<file path="config.mk">
export PLATFORM = sky130hd
export DESIGN_NAME = kma_ram
export DESIGN_NICKNAME = d
export VERILOG_FILES = /design/src/design/kma_ram.sv
export SDC_FILE = /design/constraint.sdc
export NUM_CORES = 1
export LEC_CHECK = 0
export ABC_CLOCK_PERIOD_IN_PS = 5600
export BUFFER_PORTS_ARGS = -buffer_cell sky130_fd_sc_hd__buf_2
export CAP_MARGIN = 20
export CORE_UTILIZATION = 60
export DETAILED_ROUTE_END_ITERATION = 7
export PLACE_DENSITY = 0.86
export SETUP_SLACK_MARGIN = 0.4
export SYNTH_ARGS = -nofsm -noshare
export SYNTH_HDL_FRONTEND = slang
export SYNTH_SLANG_ARGS = --single-unit
</file>
<file path="constraint.sdc">
create_clock -name clk -period 5.6 [get_ports clk]
set_input_delay 0.84 -clock clk [delete_from_list [all_inputs] [get_ports clk]]
set_output_delay 0.84 -clock clk [all_outputs]
set_load 0.02 [all_outputs]
</file>
<file path="src/design/kma_ram.sv">
// generic single-write, single-read ram with registered read
module kma_ram #(
  parameter int WIDTH = 16,
  parameter int DEPTH = 16,
  localparam int AW = (DEPTH > 1) ? $clog2(DEPTH) : 1
) (
  input  logic             clk,
  input  logic             we,
  input  logic [AW-1:0]    waddr,
  input  logic [WIDTH-1:0] wdata,
  input  logic             re,
  input  logic [AW-1:0]    raddr,
  output logic [WIDTH-1:0] rdata
);

  logic [WIDTH-1:0] mem [DEPTH];

  always_ff @(posedge clk) begin
    if (we) begin
      mem[waddr] <= wdata;
    end
    if (re) begin
      rdata <= mem[raddr];
    end
  end

endmodule

</file>
# --- Word level (Yosys, flattened, before mapping) ---
# Memories as Yosys holds them, arrays and structs flattened. A register that Yosys moved wholly into a read port is not among the register bits.
# Cells that the tools add are included.
totals:
  regBits: 0
  latch_bits: 0
  ram_bits: 256
  mem_bits_ro: 0
  in_bits: 27
  out_inout_bits: 16
  wordCells: 3
  memories: 1
mem_list:
  columns: ["name", "words", "width", "rd", "rd_clocked_by_memory_dff", "write_ports", "line", "text"]
  rows:
  - ["mem", 16, 16, 1, 1, 1, "16", "logic [WIDTH-1:0] mem [DEPTH];"]
op_classes:
  n_addsub: 0
  mul: 0
  n_div: 0
  n_lt_le_gt_ge: 0
  eq_ne: 0
  shifts: 0
  muxes: 2
  bitwise: 0
  reduce_logical: 0
op_table:
  columns: ["op", "count"]
  rows:
  - ["$mux 1", 2]

# --- Longest topological paths before layout ---
logic_depth:
  word_depth: 2
  mapped_depth: 5
  ltp_nobuf: 3

# --- Worst setup path before layout ---
# No wires, ideal clock.
synth_timing:
  kind: "input -> register"
  startpoint: "in waddr[2]"
  endpoint: "mem mem[0][0], enable pin"
  setup_time_ns: 0.409
  t_arrival_ns: 2.486
  required_time_ns: 5.191
  slack_ns: 2.705
  cell_stages: 2
  n_path_buf: 0
  cell_sequence: "or3b_2 > nor3_1"
synth_rtl:
  columns: ["item", "line", "text"]
  rows:
  - ["start: declaration", "9", "input logic [AW-1:0] waddr,"]
  - ["end: declaration", "16", null]
# Straight into the memory's write port.

==> results.md <==
* CTS tree: done
* RSZ-0062 raised after global routing: false
* Sequential power share at 55.3%
* Leak Pwr at 0.00377 µW
* Ports at 43
* DRT Pass-1 Iters at 5
* Prevailing post-synth register cell: edfxtp_1
* Synth Area in Adders at 0%
* Main combinational cell family by area after synthesis: multiplexers
* Latest clock arrival within the worst-skew pair at 0.53 ns
* Async SR Flop Fraction at 0%
* Cell Int Power at 3300 µW
* Die extent in x at 132 µm
* Mean cell area of the mapped netlist at 23.6 µm²
* Post CTS Setup Buffer Count at 0
* VDD IR-drop max at 0.000230 V
* Initial antenna violation count at 0
* Setup ws final at 2.96 ns
* Seq/Total Area, Yosys at 80.0%
* Final setup vio count at 0
* Final hold vios at 0
* CP Max Fanout at 43
* Final clock skew at 0.0134 ns
* Final net count at 529
* Data arrival time of the critical path at 2.91 ns
* Clock sinks at 272
* GRT overflow at 0
* Critical path capture point type: flip-flop
* Crit-path max cell delay at 0.62 ns
* Post-synthesis cell type count at 18
* CORE AREA at 16,600 µm²
* Setup WS pre-CTS at 2.37 ns
* Clock transition at path regs at 0.06 ns
* CTS Buf Count at 26
* Slew @ Worst Pin at 0.979 ns
* Global Route Usage Sum at 25.9%
* Routed via count at 4,847
* ANT nets after route at 0
* Post-route setup TNS at 0 ns
* ANT cells at 0
* Fin crit period at 2.64 ns
* NetSw at 865 µW
* Number of placed instances, taps included at 694
* Mux cell area share after synthesis at 14.5%
* DR WL/cell at 28.9 µm
* Seq cells post-synth at 272
* XOR/XNOR Fraction of Synth Area at 0%
* Comb power frac at 5.0%
* Post-Synthesis Net Count at 459
* DPL Wire Length at 11,400 µm
* DRT iter0 DRCs at 517
* Clock root buffer: clkbuf_16
* Final period util at 47.2%
* Layout area overhead at 13.8%
* Max-Cap Viols at 0
* Vias in the first global route at 5,216
* Critical Path, Cell by Cell: buf_4 -> buf_4 -> mux4_1 -> a22oi_1 -> nand2_1
* Gpl congestion at 0.742
* Die span in y at 132 µm
* Synth Area in Simple Gates at 1.89%
* Final cell count without fillers at 742
* Largest net degree at the start of global routing at 44
* Status: finished clean
* Core Rows at 47
* Type of the most critical hold path: in2reg
* Mapped Area at 10,200 µm²
* Crit start category: input pin
* FMAX at 379 MHz
* Worst-case clock buffer depth at 3
* CTS resizes at 0
* Yosys Warn Count at 0
* EDFF count, synth at 272
* Final core occ at 70.0%
* Slowest cell on crit path: buf_4
* Mapped Cells at 432
* WS Path Type: in2reg
* Final hold slack at 0.672 ns
* Area fraction in compound gates after synthesis at 2.35%
* DR vias/cell at 6.53
* Layout cells sized above 1 at 32.8%
* Initial core utilization at 61.5%
* Net Sw Frac at 20.7%
* Clock power share at 39.7%
* Routed WL at 21,400 µm
* CP dominant cell by count: buf_4
* # hold bufs at CTS at 0
* Relative slew margins at 34.7%
* P per Cell Area at 359 nW/µm²
* I/O Buffers at 42
* Number of remaining DRC errors at 0
* Die area at 17,500 µm²
* H-Tree Depth at 1
* First-pass GRT wire length at 31,800 µm
* Max-slew violation count at 0
* Req. time, crit path at 5.87 ns
power by group through the flow:
stage	Clock [µW]	Combinational, µW	Sequential [µW]
3_3_place_gp	0	194	2350
3_5_place_dp	0	206	2350
4_1_cts	1680	208	2310
6_report	1650	207	2310
2_1_floorplan	0	111	2360
5_1_grt	1740	221	2310
critical path: cells and delay by family:
kind | cells | cell delay (ns)
buf+inv | 2 | 1.13
mux | 1 | 0.60
compound gates | 1 | 0.22
simple gates | 1 | 0.08
metal layers:
| layer | part of all wire, % | GRT usage (%) | vias up |
|---|---|---|---|
| met1 | 38 | 35.4 | 2481 |
| met2 | 49 | 41.5 | 320 |
| met3 | 9.3 | 5.19 | 59 |
| li1 | - | - | 1987 |
| met4 | 3.8 | 11.2 | 0 |
| met5 | 0 | 0 | - |
cells in the final DEF (no fill, tap or decap):
cell type	n
edfxtp_1	272
mux4_2	54
buf_2	41
a22oi_1	32
clkbuf_16	27
buf_4	18
nand2_1	17
mux4_1	10
nor2_2	10
clkinv_2	6
clkbuf_1	5
nor3_2	4
clkinvlp_4	4
clkinv_1	4
buf_8	4
nor2_1	3
nor2b_1	2
nand3b_1	2
nand2b_1	2
and2_1	1
nand3_1	1
or3b_2	1
bufinv_16	1
inv_6	1
worst paths after layout:
kind / slack [ns] / endpoint / cells after the start / from
min: 0.67 / mem[10][11] / 1 / wdata[11]
max: 2.96 / rdata[3] / 5 / raddr[0]
max reg2reg: 4.12 / rdata[9] / 3 / mem[10][9]
min reg2reg: 0.75 / rdata[15] / 3 / mem[15][15]
registers in the layout, indices dropped and copies added (netlist names):
signal,flops
mem,256
rdata,16
cells by family (layout without fill, tap and decap cells):
group                  after synthesis  in the layout
buffers and inverters               21            111
AO/OA/AOI/OAI                       32             32
multiplexers                        64             64
flip-flops                         272            272
AND/OR/NAND/NOR                     43             43
stage by stage:
stage | area [µm²] | power, µW
2_1_floorplan | 10200 | 2470
3_5_place_dp | 10800 | 2550
5_1_grt | 11600 | 4270
3_3_place_gp | 10700 | 2540
4_1_cts | 11600 | 4190
6_report | 11600 | 4170
cells in the mapped netlist (3+ instances only):
cell type / number / area (µm²)
a22oi_1: 32 / 240
buf_4: 3 / 22.5
edfxtp_1: 272 / 8170
mux4_1: 10 / 263
buf_2: 3 / 15.0
nor2_1: 13 / 48.8
nor3_1: 4 / 20.0
buf_6: 4 / 45.0
clkbuf_1: 8 / 30.0
mux4_2: 54 / 1220
buf_1: 3 / 11.3
nand2_1: 17 / 63.8
cell type report:
cell class / count / area (µm²)
Clock inverter: 16 / 114
Fill cell: 948 / 4970
Timing Repair Buffer: 63 / 400
Sequential cell: 272 / 8170
Tap cell: 220 / 275
Clock buffer: 32 / 694
Multi-Input combinational cell: 139 / 1960
(Power assumes the default switching activity.)
