==> config.mk <==
export PLATFORM = sky130hd
export DESIGN_NAME = kma_dist
export DESIGN_NICKNAME = d
export VERILOG_FILES = /design/src/design/kma_pkg.sv /design/src/design/kma_dist.sv
export SDC_FILE = /design/constraint.sdc
export NUM_CORES = 2
export LEC_CHECK = 0
export BUFFER_PORTS_ARGS = -buffer_cell sky130_fd_sc_hd__buf_2
export CORE_MARGIN = 10
export CORE_UTILIZATION = 61
export DETAILED_ROUTE_END_ITERATION = 10
export GPL_TIMING_DRIVEN = 0
export PLACE_DENSITY = 0.88
export SLEW_MARGIN = 30
export SYNTH_ARGS = -nofsm -noshare
export SYNTH_HDL_FRONTEND = slang
export SYNTH_SLANG_ARGS = --single-unit
==> constraint.sdc <==
create_clock -name clk -period 7.2 [get_ports clk]
set_input_delay 0.36 -clock clk [delete_from_list [all_inputs] [get_ports clk]]
set_output_delay 0.36 -clock clk [all_outputs]
set_load 0.1 [all_outputs]
==> src/design/kma_pkg.sv <==
// shared types, constants and helpers of the k-medoids assignment block
package kma_pkg;

  localparam int DIST_W    = 20;
  localparam int COST_W    = 32;
  localparam int CIDX_W    = 4;
  localparam int FIELD_W   = 4;
  localparam int CFG_W     = 5;
  localparam int CFG_IDX_W = 2;
  localparam int CNT_W     = 7;
  localparam int OUT_W     = CIDX_W + DIST_W + COST_W;

  localparam logic [DIST_W-1:0] DIST_MAX = {DIST_W{1'b1}};
  localparam logic [COST_W-1:0] COST_MAX = {COST_W{1'b1}};

  typedef enum logic [CFG_IDX_W-1:0] {
    CFG_MEDOID_COUNT    = 2'd0,
    CFG_DIMENSION_COUNT = 2'd1
  } cfg_reg_t;

  typedef struct packed {
    logic step;
    logic finish;
  } dist_ctrl_t;

  // limit a count register to 1..max
  function automatic logic [CNT_W-1:0] clamp_count(logic [CFG_W-1:0] v, int unsigned max);
    logic [CNT_W-1:0] r;
    if (v == '0) begin
      r = CNT_W'(1);
    end else if (32'(v) > max) begin
      r = CNT_W'(max);
    end else begin
      r = CNT_W'(v);
    end
    return r;
  endfunction

endpackage

==> src/design/kma_dist.sv <==
// running manhattan distances per medoid and the captured totals of a finished point
module kma_dist #(
  parameter int MAX_MEDOIDS = 16,
  parameter int COORD_WIDTH = 16
) (
  input  logic                                        clk,
  input  logic                                        rst_n,
  input  kma_pkg::dist_ctrl_t                         ctrl,
  input  logic [MAX_MEDOIDS-1:0]                      act,
  input  logic signed [COORD_WIDTH-1:0]               coord,
  input  logic [MAX_MEDOIDS-1:0][COORD_WIDTH-1:0]     med,
  output logic [MAX_MEDOIDS-1:0][kma_pkg::DIST_W-1:0] final_dist
);

  localparam int ABS_W = COORD_WIDTH + 1;
  localparam int SUM_W = ((ABS_W > kma_pkg::DIST_W) ? ABS_W : kma_pkg::DIST_W) + 1;

  logic [MAX_MEDOIDS-1:0][kma_pkg::DIST_W-1:0] part_r, part_nxt, sat_d;

  for (genvar k = 0; k < MAX_MEDOIDS; k++) begin : g_med
    logic signed [ABS_W-1:0] diff;
    logic [ABS_W-1:0]        mag;
    logic [SUM_W-1:0]        sum;

    always_comb begin
      diff = ABS_W'(coord) - ABS_W'($signed(med[k]));
      mag  = diff[ABS_W-1] ? ABS_W'(-diff) : ABS_W'(diff);
      sum  = SUM_W'(part_r[k]) + SUM_W'(mag);
      sat_d[k] = (sum > SUM_W'(kma_pkg::DIST_MAX)) ? kma_pkg::DIST_MAX
                                                    : sum[kma_pkg::DIST_W-1:0];
      part_nxt[k] = part_r[k];
      if (ctrl.step) begin
        if (ctrl.finish) begin
          part_nxt[k] = '0;
        end else if (act[k]) begin
          part_nxt[k] = sat_d[k];
        end
      end
    end
  end

  always_ff @(posedge clk) begin
    if (!rst_n) begin
      part_r <= '0;
    end else begin
      part_r <= part_nxt;
    end
  end

  always_ff @(posedge clk) begin
    if (ctrl.finish) begin
      final_dist <= sat_d;
    end
  end

endmodule

# [Yosys cells after proc, flatten, opt, wreduce, memory -nomap -nowiden]
# Index checks and enable logic that the tools add are counted.
[word_totals] register_bits=640 inputBits=292 output_inout_bits=320 word_cells=192
[op_classes] n_addsub=48 order_cmp=16 muxes=64 n_reduce_logical=32
[op_table] op="$mux 20" n=48
[op_table] op="$add 20x17->21" n=16
[op_table] op="$gt 21x20->1 const B" n=16
[op_table] op="$mux 17" n=16
[op_table] op="$neg 17->17" n=16
[op_table] op="$sub 16x16->17" n=16
[op_table] op="$reduce_and 2->1" n=16
[op_table] op="$reduce_bool 2->1" n=16

# [Depth between registers and ports, before layout]
[depth] ltp_word=8 depth_mapped=27

# [Worst setup path after synthesis]
# OpenSTA, ideal clock, no wires.
[synth_path] path_type="input-to-reg" from="in coord[1]" to="reg part_r[288] (netlist bit)" t_arrival_ns=5.880 setup_slack_ns=1.201 cell_stages=25 path_buffers=2 cell_sequence="inv_1 fa_1 nor2b_1 o21ai_1 a21boi_1 o41ai_1 o22ai_1 o41a_1 nand3_1 o211ai_1 clkbuf_1 nor2_1 xnor2_1 ha_1 nor2b_1 o21a_1 o21ai_0 a21oi_1 o41ai_1 o211ai_1 nand3b_1 clkbuf_1 nand2_1 a22oi_1 nor2b_1"
[synth_lines] element="from (decl)" line_no="kma_dist.sv:10" source="input logic signed [COORD_WIDTH-1:0] coord,"
[synth_lines] element="to (signal assigned)" line_no="kma_dist.sv:46" source="part_r <= part_nxt;"
[synth_lines] element="to (decl)" line_no="kma_dist.sv:18" source="logic [MAX_MEDOIDS-1:0][kma_pkg::DIST_W-1:0] part_r, part_nxt, sat_d;"

==> PnR_summary.wiki <==
{| class="wikitable"
! Metric !! Value
|-
| Run status || completed
|-
| Most used cells in the layout excluding fill and tap cells || sky130_fd_sc_hd__buf_2 (602), sky130_fd_sc_hd__ha_1 (560), sky130_fd_sc_hd__nand2_1 (524)
|-
| Delay of the slowest cell on the worst path || 0.58 ns
|-
| Total number of H-tree levels || 3
|-
| Max Fanout on Critical Path || 17
|-
| Number of antenna-violating nets in the routed design || 0
|-
| Fmax || 0.145 GHz
|-
| Clock sink count || 640
|-
| Worst-case clock buffer depth || 3
|-
| Area of the die || 99100 sq um
|-
| Class of the most critical hold timing path || in -> reg
|-
| Area of the core region || 86500 sq um
|-
| Total vias in the final route || 51.1k
|-
| Cts bufs inserted || 75
|-
| Number of buffers added to fix hold violations after cts || 0
|-
| FF+latch count, synth || 640
|-
| Final setup vio count || 0
|-
| Most frequently used flop master after synthesis || sky130_fd_sc_hd__edfxtp_1
|-
| Met2 wire len || 78300 microns
|-
| Crit. End Element || register
|-
| Post-route standard cell area excluding fillers || 60400 sq um
|-
| I/O pins || 612
|-
| Static leakage || 0.0269 uW
|-
| Estimated wirelength of the detail-placed design || 134000 microns
|-
| Worst Clk Skew || 0.0191 ns
|-
| Clock period minus final worst setup slack || 6.89 ns
|-
| Initial antenna violation count || 20
|-
| Vias/cell || 6.33
|-
| Pwr per Cell Area || 327 nW/um^2
|-
| Leading cell type in the layout, fill and taps excluded || sky130_fd_sc_hd__buf_2
|-
| Crit path required time || 7.74 ns
|-
| TritonCTS clock tree || done
|-
| Max Slew Vio Count || 0
|-
| Routed Wire Length || 179000 microns
|-
| Master cell of the clock root buffer || sky130_fd_sc_hd__clkbuf_16
|-
| Number of instances in the synthesized netlist || 6155
|-
| Avg Inst Size Synth || 8.61 sq um
|-
| Critical path start-end classification || in -> reg
|-
| CP most frequent cell || sky130_fd_sc_hd__nor2b_1
|-
| Kind of launch point of the worst setup path || input port
|-
| Relative area change from synthesis to final layout || 13.9%
|-
| Number of enable flip-flop cells after synthesis || 320
|-
| DRT iter0 DRCs || 4981
|-
| Synth Cell Area || 53000 sq um
|-
| Fraction of registers with async set or reset after synthesis || 0
|-
| Max-cap viol count || 0
|-
| Initial Util || 0.613
|-
| Clock latency reported for the late side of the worst-skew pair || 0.67 ns
|-
| Placement-stage cell area || 57800 sq um
|-
| GP Congestion || 0.988
|-
| Top layer in use || met5
|-
| Fraction of final layout cells with drive strength greater than 1 || 0.130
|-
| Final clock period utilization by the worst path || 0.956
|-
| FILL cells || 6572
|-
| Number of cell rows || 108
|-
| Buffers added on ports || 611
|-
| Die Span Y || 315 microns
|-
| Worst endpoint data arrival time || 7.43 ns
|-
| Final Net Count || 7735
|-
| Post-Synthesis Net Count || 7039
|-
| Via count of the first global-routing pass || 48.8k
|-
| Unrepaired setup endpoints after global routing || false
|-
| Routed met3 length || 19800 microns
|-
| Routed length on met1 || 66700 microns
|-
| Worst-Margin Slew || 1.13 ns
|-
| Routed length per placed instance || 22.2 microns
|-
| Number of detailed-route iterations in the first pass || 9
|-
| Register clock-pin slew on the reported worst setup and hold paths || 0.06 ns
|-
| First-pass GRT wire length || 272000 microns
|-
| YS warnings || 0
|-
| Total count of hold-check failures in the final report || 0
|-
| X dimension of the die || 315 microns
|-
| Largest net degree at the start of global routing || 76
|-
| DRC violation count after routing || 0
|-
| Max-Slew Margin vs Limit || 0.249
|-
| GRT Residual Overflow || 0
|-
| Cell with the largest stage delay on the worst path || sky130_fd_sc_hd__o41ai_1
|-
| Yosys cell types || 93
|-
| Largest vdd supply drop || 0.000426 V
|-
| Sequential area share after synthesis || 0.302
|-
| Tot Pwr || 19700 uW
|-
| Overall Global Routing Usage || 0.346
|-
| Post-CTS Setup Bufs || 0
|}
area by class of cell:
type | instances | area (sq um) | share of cell area
well taps | 1155 | 1450 | 0.0239
clock buffers | 93 | 2030 | 0.0336
flip-flops and latches | 640 | 16000 | 0.265
plain buffers | 169 | 653 | 0.0108
repair buffers | 619 | 3290 | 0.0546
diodes | 12 | 30.0 | 0.000497
inverters | 426 | 1600 | 0.0266
multi-input cells | 4920 | 34800 | 0.577
clock inverters | 46 | 479 | 0.00794
sequential cells by signal, summed over array words and instances, names as in the netlist:
| signal | count |
|---|---|
| final_dist | 320 |
| part_r | 320 |
critical path, delay by kind of cell:
| family | cells | cell delay (ns) |
|---|---|---|
| AND/OR/NAND/NOR | 7 | 1.17 |
| XOR/XNOR | 1 | 0.14 |
| adder cells (fa/ha/maj) | 2 | 0.54 |
| buffers and inverters | 5 | 1.58 |
| AO/OA/AOI/OAI | 12 | 3.50 |
through the flow:
| step | worst slack, ns | hold WS (ns) | setup TNS (ns) | cells | util |
|---|---|---|---|---|---|
| 3_5_place_dp | -0.637 | 0.461 | -31.32 | 7929 | 0.668 |
| 5_1_grt | 0.0149 | 0.0734 | 0 | 8072 | 0.698 |
| 6_report | 0.313 | 0.0650 | 0 | 8080 | 0.698 |
| 2_1_floorplan | 1.20 | 0.445 | 0 | 6155 | - |
| 3_3_place_gp | -3.32 | 0.455 | -1057.04 | 7921 | 0.665 |
| 4_1_cts | 0.0485 | 0.0334 | 0 | 8068 | 0.697 |
kinds of logic (layout without fill, tap and decap cells):
family	after synthesis	count (layout)	synth area share
buffers and inverters	595	1353	0.0422
DFF	640	640	0.302
xor gates and xnor gates	592	592	0.0980
adders and majority gates	592	592	0.144
muxes	26	26	0.00524
other	0	12	0
AOI/OAI and AO/OA	1846	1846	0.236
and+or+nand+nor	1864	1864	0.173
worst paths after layout:
path                     from     endpoint  slack, ns  depth (start not counted)
setup / recovery     coord[1]  part_r[288]       0.31                         27
hold / removal         act[7]  part_r[158]       0.06                          3
setup reg to reg   part_r[40]   part_r[47]       3.33                         15
hold reg to reg   part_r[173]  part_r[173]       0.47                          2
power by group:
group	internal, uW	switching (uW)
logic	2930	7770
clock network	2270	1710
registers	4730	302
cell usage after synthesis (all sizes together) (86+ instances only):
master	number	area [sq um]
a22o	144	1260
nor2	436	1640
xor2	237	2080
nand2	524	1970
nor2b	184	1150
ha	560	7010
o21a	167	1250
clkbuf	159	597
o21ai	363	1820
nor3	155	776
xnor2	355	3110
nand3	99	495
edfxtp	320	9610
dfxtp	320	6410
a21o	149	1120
inv	426	1600
a31oi	86	538
a21oi	386	1930
nand2b	105	657
metal layers:
metal / vias up / GRT usage
met5: - / 0
met4: 18 / 0.247
met3: 712 / 0.0900
met2: 2755 / 0.539
met1: 23816 / 0.413
li1: 23828 / -
timing repair:
action | CTS | global route
cloned | 0 | 0
resized for setup | 1 | 12
setup endpoints to repair | 2 | 96
(Power assumes the default switching activity.)
