<file path="src/design/kma_pkg.sv">
// shared types, constants and helpers of the k-medoids assignment block
package kma_pkg;

  localparam int DIST_W    = 20;
  localparam int COST_W    = 32;
  localparam int CIDX_W    = 4;
  localparam int FIELD_W   = 4;
  localparam int CFG_W     = 5;
  localparam int CFG_IDX_W = 2;
  localparam int CNT_W     = 7;
  localparam int OUT_W     = CIDX_W + DIST_W + COST_W;

  localparam logic [DIST_W-1:0] DIST_MAX = {DIST_W{1'b1}};
  localparam logic [COST_W-1:0] COST_MAX = {COST_W{1'b1}};

  typedef enum logic [CFG_IDX_W-1:0] {
    CFG_MEDOID_COUNT    = 2'd0,
    CFG_DIMENSION_COUNT = 2'd1
  } cfg_reg_t;

  typedef struct packed {
    logic step;
    logic finish;
  } dist_ctrl_t;

  // limit a count register to 1..max
  function automatic logic [CNT_W-1:0] clamp_count(logic [CFG_W-1:0] v, int unsigned max);
    logic [CNT_W-1:0] r;
    if (v == '0) begin
      r = CNT_W'(1);
    end else if (32'(v) > max) begin
      r = CNT_W'(max);
    end else begin
      r = CNT_W'(v);
    end
    return r;
  endfunction

endpackage

</file>
<file path="src/design/kma_argmin.sv">
// nearest-medoid search over the finished distances, lowest index on a tie
module kma_argmin #(
  parameter int MAX_MEDOIDS = 16,
  localparam int IDX_W = (MAX_MEDOIDS > 1) ? $clog2(MAX_MEDOIDS) : 1
) (
  input  logic                                        clk,
  input  logic                                        load,
  input  logic [MAX_MEDOIDS-1:0]                      act,
  input  logic [MAX_MEDOIDS-1:0][kma_pkg::DIST_W-1:0] cand_dist,
  output logic [IDX_W-1:0]                            best_idx,
  output logic [kma_pkg::DIST_W-1:0]                  best_dist
);

  localparam int LEAVES = 1 << IDX_W;

  logic                       node_v [1:2*LEAVES-1];
  logic [kma_pkg::DIST_W-1:0] node_d [1:2*LEAVES-1];
  logic [IDX_W-1:0]           node_i [1:2*LEAVES-1];

  for (genvar j = 0; j < LEAVES; j++) begin : g_leaf
    if (j < MAX_MEDOIDS) begin : g_used
      assign node_v[LEAVES+j] = act[j];
      assign node_d[LEAVES+j] = cand_dist[j];
    end else begin : g_pad
      assign node_v[LEAVES+j] = 1'b0;
      assign node_d[LEAVES+j] = '0;
    end
    assign node_i[LEAVES+j] = IDX_W'(j);
  end

  // left child always holds the lower indexes
  for (genvar i = 1; i < LEAVES; i++) begin : g_node
    logic take_b;
    assign take_b = node_v[2*i+1] && (!node_v[2*i] || (node_d[2*i+1] < node_d[2*i]));
    assign node_v[i] = node_v[2*i] | node_v[2*i+1];
    assign node_d[i] = take_b ? node_d[2*i+1] : node_d[2*i];
    assign node_i[i] = take_b ? node_i[2*i+1] : node_i[2*i];
  end

  always_ff @(posedge clk) begin
    if (load) begin
      best_idx  <= node_i[1];
      best_dist <= node_d[1];
    end
  end

endmodule

</file>
<file path="config.mk">
export PLATFORM = sky130hd
export DESIGN_NAME = kma_argmin
export DESIGN_NICKNAME = d
export VERILOG_FILES = /design/src/design/kma_pkg.sv /design/src/design/kma_argmin.sv
export SDC_FILE = /design/constraint.sdc
export NUM_CORES = 1
export LEC_CHECK = 0
export BUFFER_PORTS_ARGS = -buffer_cell sky130_fd_sc_hd__buf_4
export CORE_MARGIN = 8
export CORE_UTILIZATION = 55
export CTS_BUF_LIST = sky130_fd_sc_hd__clkbuf_4
export DETAILED_ROUTE_END_ITERATION = 8
export HOLD_SLACK_MARGIN = 0.06
export PLACE_DENSITY = 0.9
export SYNTH_ARGS = -nofsm -noshare
export SYNTH_HDL_FRONTEND = slang
export SYNTH_SLANG_ARGS = --single-unit
</file>
<file path="constraint.sdc">
create_clock -name clk -period 13.78 [get_ports clk]
set_clock_uncertainty 0.05 [all_clocks]
set_input_delay 3.445 -clock clk [delete_from_list [all_inputs] [get_ports clk]]
set_output_delay 3.445 -clock clk [all_outputs]
set_load 0.05 [all_outputs]
</file>
Word-level counts from Yosys, hierarchy flattened
Index checks and enable logic that the tools add are counted.
{ "word_totals": {"input_bits": 338, "reg_bits": 24} }
{ "op_classes": {"muxes": 30, "reduce_logical": 45, "n_lt_le_gt_ge": 15, "n_bitwise": 14} }
{ "ops": {"columns": ["cell", "count"], "rows": [
  ["< comparator 20 bit", 15],
  ["two-way mux 20 bit", 15],
  ["two-way mux 4 bit", 7],
  ["logical AND 1 bit", 15],
  ["zero test 1 bit", 15],
  ["logical OR 1 bit", 15],
  ["OR 1 bit", 14],
  ["two-way mux 1 bit", 8]
]} }

Logic depth before layout (Yosys ltp)
{ "depth": {"depth_word": 16, "mapped_depth": 45} }

Worst setup path before layout
Ideal clock, no wire load.
{ "synth_path": {"kind": "input -> register", "from": "input port cand_dist[58] in the netlist's numbering", "to": "register best_dist[3] in the netlist's numbering, data pin", "n_path_buf": 4, "arrival_ns": 11.696, "required_time_ns": 13.466, "stages": 42, "setup_time_ns": 0.264, "path_slack_ns": 1.771, "path_cell_list": "inv_1 -> ha_1 -> a21oi_1 -> nand2_1 -> a221oi_1 -> o211a_1 -> o21a_1 -> clkbuf_1 -> mux2_2 -> ha_1 -> a2111oi_0 -> o21ai_0 -> a2111oi_0 -> a2bb2oi_1 -> nor2_1 -> nor3_1 -> o21a_1 -> clkbuf_1 -> (+6 left out) -> or4_1 -> a21oi_1 -> o21a_1 -> o21ai_2 -> buf_4 -> mux2i_1 -> ha_1 -> a21o_1 -> a21oi_1 -> nor2b_1 -> o21ai_0 -> nand2b_1 -> a21oi_1 -> o21ai_0 -> a221o_1 -> a311oi_4 -> buf_6 -> mux2i_1"} }
{ "synth_lines": {"columns": ["element", "line", "source"], "rows": [
  ["from (decl)", "kma_argmin.sv:9", "input logic [MAX_MEDOIDS-1:0][kma_pkg::DIST_W-1:0] cand_dist,"],
  ["to (signal assigned)", "kma_argmin.sv:43", "best_dist <= node_d[1];"],
  ["to (decl)", "kma_argmin.sv:11", "output logic [kma_pkg::DIST_W-1:0] best_dist"]
]} }

==> impl_metrics.yaml <==
power_and_ir_drop:
  power_leakage_nw: 8.534
  seqPwrFrac: 0.109
  switchingPower_mw: 0.7795
  combPwrFrac: 0.869
  ir_drop_mv: 0.09984
  p_per_area_nw_per_um2: 96.93
  power.internal_mw: 0.6638
  sw_frac_of_total: 0.5401
  clkPwrFrac: 0.021
global_route:
  antenna_found_initial: 1
  grt_max_degree: 28
  gr-total-overflow: 0
  grt_pass1_wl_um: 64310
  grt_pass1_vias: 13310
  grt_usage: 0.2970
cts:
  cts_setup_buffers: 0
  clock-sinks: 24
  cts_tree: "yes"
  hold_buffers: 0
  cts_buffer_depth: 2
  cts_buffers: 3
  h-tree-depth: 1
  cts_resized: 0
  root_buffer: "clkbuf_4"
  clk_pin_slew_ns: 0.12
drt:
  vias: 13160
  drt-initial-drc-count: 935
  met2WireLength_um: 20010
  avgViaCountPerCell: 5.939
  dr.pass1.iters: 8
  routedWlPerCell_um: 18.91
  drt_wl_total_um: 41910
  antenna_left: 0
  top_layer: "met4"
  route.detailed.drc: 0
  met1Wirelength_um: 16090
  dr_wl_met3_um: 3565
sta:
  period_needed_ns: 13.30
  tightest_slew_ns: 1.045
  drv_slew: 0
  final-hold-violation-count: 0
  period_share: 0.9652
  fin_setup_tns_ns: 0
  rsz0062_at_grt: "false"
  hold_ws_ns: 3.498
  max_freq_mhz: 75.18
  final-setup-viol-count: 0
  slew_headroom: 0.2971
cells_and_area:
  area_growth_pct: 26.18
  drive_gt1_frac: 0.2170
  layout.nets: 2565
  final.fill_count: 1684
synth:
  syn_nets: 2220
  netlist_top_cells_area: "ha_1 30%, mux2i_1 17%, inv_1 9.6%"
  yosys_warnings: 0
  syn_inst: 1597
  synth_enable_flop_cells: 24
  synth_area_um2: 11800
  yosys.cell_types.count: 72
  yosys.area.top_type: "ha_1"
  synth_top_area_share: 0.3022
  ys_seq_elements: 24
  synthArstFlopShare: 0
  ys.flop_type: "edfxtp_1"
  synth-seq-area-share: 0.06108
  postSynthAreaPerCell_um2: 7.389
place:
  dp_hpwl_um: 37710
  place_congestion: 0.9898
  io_buffers: 361
critical_path:
  start_kind: "primary input"
  cp.arrival_ns: 13.41
  cp_slowest_stage_delay_ns: 0.54
  critPathKind: "in2reg"
  crit_fanout: 22
  crit_path_end_kind: "flop"
  cp.required_ns: 13.89
  cp_slowest_cell: "or4_1"
flow_run:
  cap_violations: 0
floorplan:
  core-area_um2: 21020
  start_util: 0.5613
  dieArea_um2: 26400
  ios: 362
  rows: 53
  die_w_um: 162.5
  fp.dieH_um: 162.5
outcome:
  status: "completed"
hold_path:
  hp-class: "in2reg"
[cells in the mapped netlist, types with 2 or more instances]
| master | number |
|---|---|
| nand3b_1 | 5 |
| a22oi_1 | 5 |
| o21ai_1 | 3 |
| o211a_1 | 3 |
| inv_1 | 302 |
| mux2_2 | 20 |
| a221oi_1 | 4 |
| a2bb2oi_1 | 3 |
| buf_4 | 3 |
| buf_6 | 2 |
| a211o_1 | 4 |
| ha_1 | 285 |
| nand2b_1 | 9 |
| a21oi_1 | 169 |
| edfxtp_1 | 24 |
| or4_1 | 4 |
| nand3_1 | 25 |
| o22ai_1 | 3 |
| a31oi_1 | 10 |
| mux2i_1 | 200 |
| a21boi_0 | 3 |
| a211oi_1 | 17 |
| buf_1 | 4 |
| and4_1 | 7 |
| nand4_1 | 38 |
| o31ai_1 | 2 |
| o2bb2ai_1 | 2 |
| nor3_1 | 14 |
| buf_2 | 8 |
| nor2_1 | 133 |
| o221a_2 | 3 |
| a21o_1 | 25 |
| o221ai_1 | 2 |
| and3_1 | 2 |
| o21ai_0 | 65 |
| nor4_1 | 9 |
| o311ai_0 | 2 |
| o21a_1 | 15 |
| a2111oi_0 | 3 |
| clkbuf_1 | 22 |
| nor2b_1 | 10 |
| nand4b_1 | 2 |
| o211ai_1 | 8 |
| nor3b_1 | 5 |
| nand2_1 | 86 |
[registers in the layout, summed over array words and instances (netlist names)]
signal	count
best_dist	20
best_idx	4
[worst max-delay path: cells and delay by family]
kind	cells	cell delay [ns]
and+or+nand+nor	11	2.29
adders and majority gates	4	1.29
AOI/OAI and AO/OA	18	3.90
muxes	4	1.29
buffers and inverters	8	1.18
[cell usage in the layout (no fill, tap or decap), types with 4 or more instances in the layout]
master | Yosys | final
o21ai_0 | 65 | 64
mux2_2 | 20 | 20
nor3_1 | 14 | 14
a21o_1 | 25 | 25
nor2_1 | 133 | 132
a211oi_1 | 17 | 17
nor2b_1 | 10 | 10
buf_4 | 3 | 377
edfxtp_1 | 24 | 24
and4_1 | 7 | 7
nor4_1 | 9 | 9
a22oi_1 | 5 | 5
a221oi_1 | 4 | 4
inv_1 | 302 | 302
nand2_1 | 86 | 86
a21oi_1 | 169 | 168
nand3_1 | 25 | 25
ha_1 | 285 | 285
nor3b_1 | 5 | 5
nand3b_1 | 5 | 5
a31oi_1 | 10 | 9
mux2i_1 | 200 | 200
o211ai_1 | 8 | 8
a211o_1 | 4 | 4
nand2b_1 | 9 | 9
o21a_1 | 15 | 14
or4_1 | 4 | 4
nand4_1 | 38 | 38
[cell type report]
type | count | area [µm²] | area share
tap | 275 | 344.1 | 0.02311
clock buffer | 3 | 22.52 | 0.001513
inverter | 302 | 1134 | 0.07613
timing repair buffer | 379 | 2870 | 0.1928
multi-input combinational | 1232 | 9796 | 0.6579
sequential | 24 | 720.7 | 0.04840
antenna | 1 | 2.502 | 0.0001681
[final timing paths]
path | from | end | slack (ns) | cells past startpoint
min | load | best_idx[3]$_DFFE_PP_ | 3.50 | 1
max | cand_dist[218] | best_dist[16]$_DFFE_PP_ | 0.48 | 45
[power groups by stage]
stage | registers (mW) | clock network (mW) | logic [mW]
6_report | 0.158 | 0.0309 | 1.25
2_1_floorplan | 0.287 | 0 | 0.713
5_1_grt | 0.161 | 0.0333 | 1.36
4_1_cts | 0.157 | 0.0305 | 1.23
3_5_place_dp | 0.159 | 0 | 1.23
3_3_place_gp | 0.159 | 0 | 1.19
[routing by layer]
layer,vias to the layer above,track usage
met5,-,0
met4,0,0.1519
met3,147,0.06572
met2,624,0.5313
met1,6009,0.3239
li1,6381,-
[logic make-up after synthesis]
kind of cell             share of synthesized area
AO/OA/AOI/OAI                               0.1901
AND/OR/NAND/NOR                             0.1454
buffers and inverters                       0.1115
adder cells (fa/ha/maj)                     0.3022
multiplexers                                0.1897
flip-flops                                 0.06108
[per-stage QoR]
step,util,cell area (µm²),power [mW],setup WS [ns],cells
global placement,0.7070,14860,1.344,0.5735,2212
detailed placement,0.7070,14860,1.386,0.4361,2212
global route,0.7083,14890,1.550,0.008145,2216
CTS,0.7081,14890,1.421,0.7152,2215
finish,0.7083,14890,1.443,0.4791,2216
floorplan,-,11800,1.000,1.771,1597
Power figures use the tool's default switching activity.
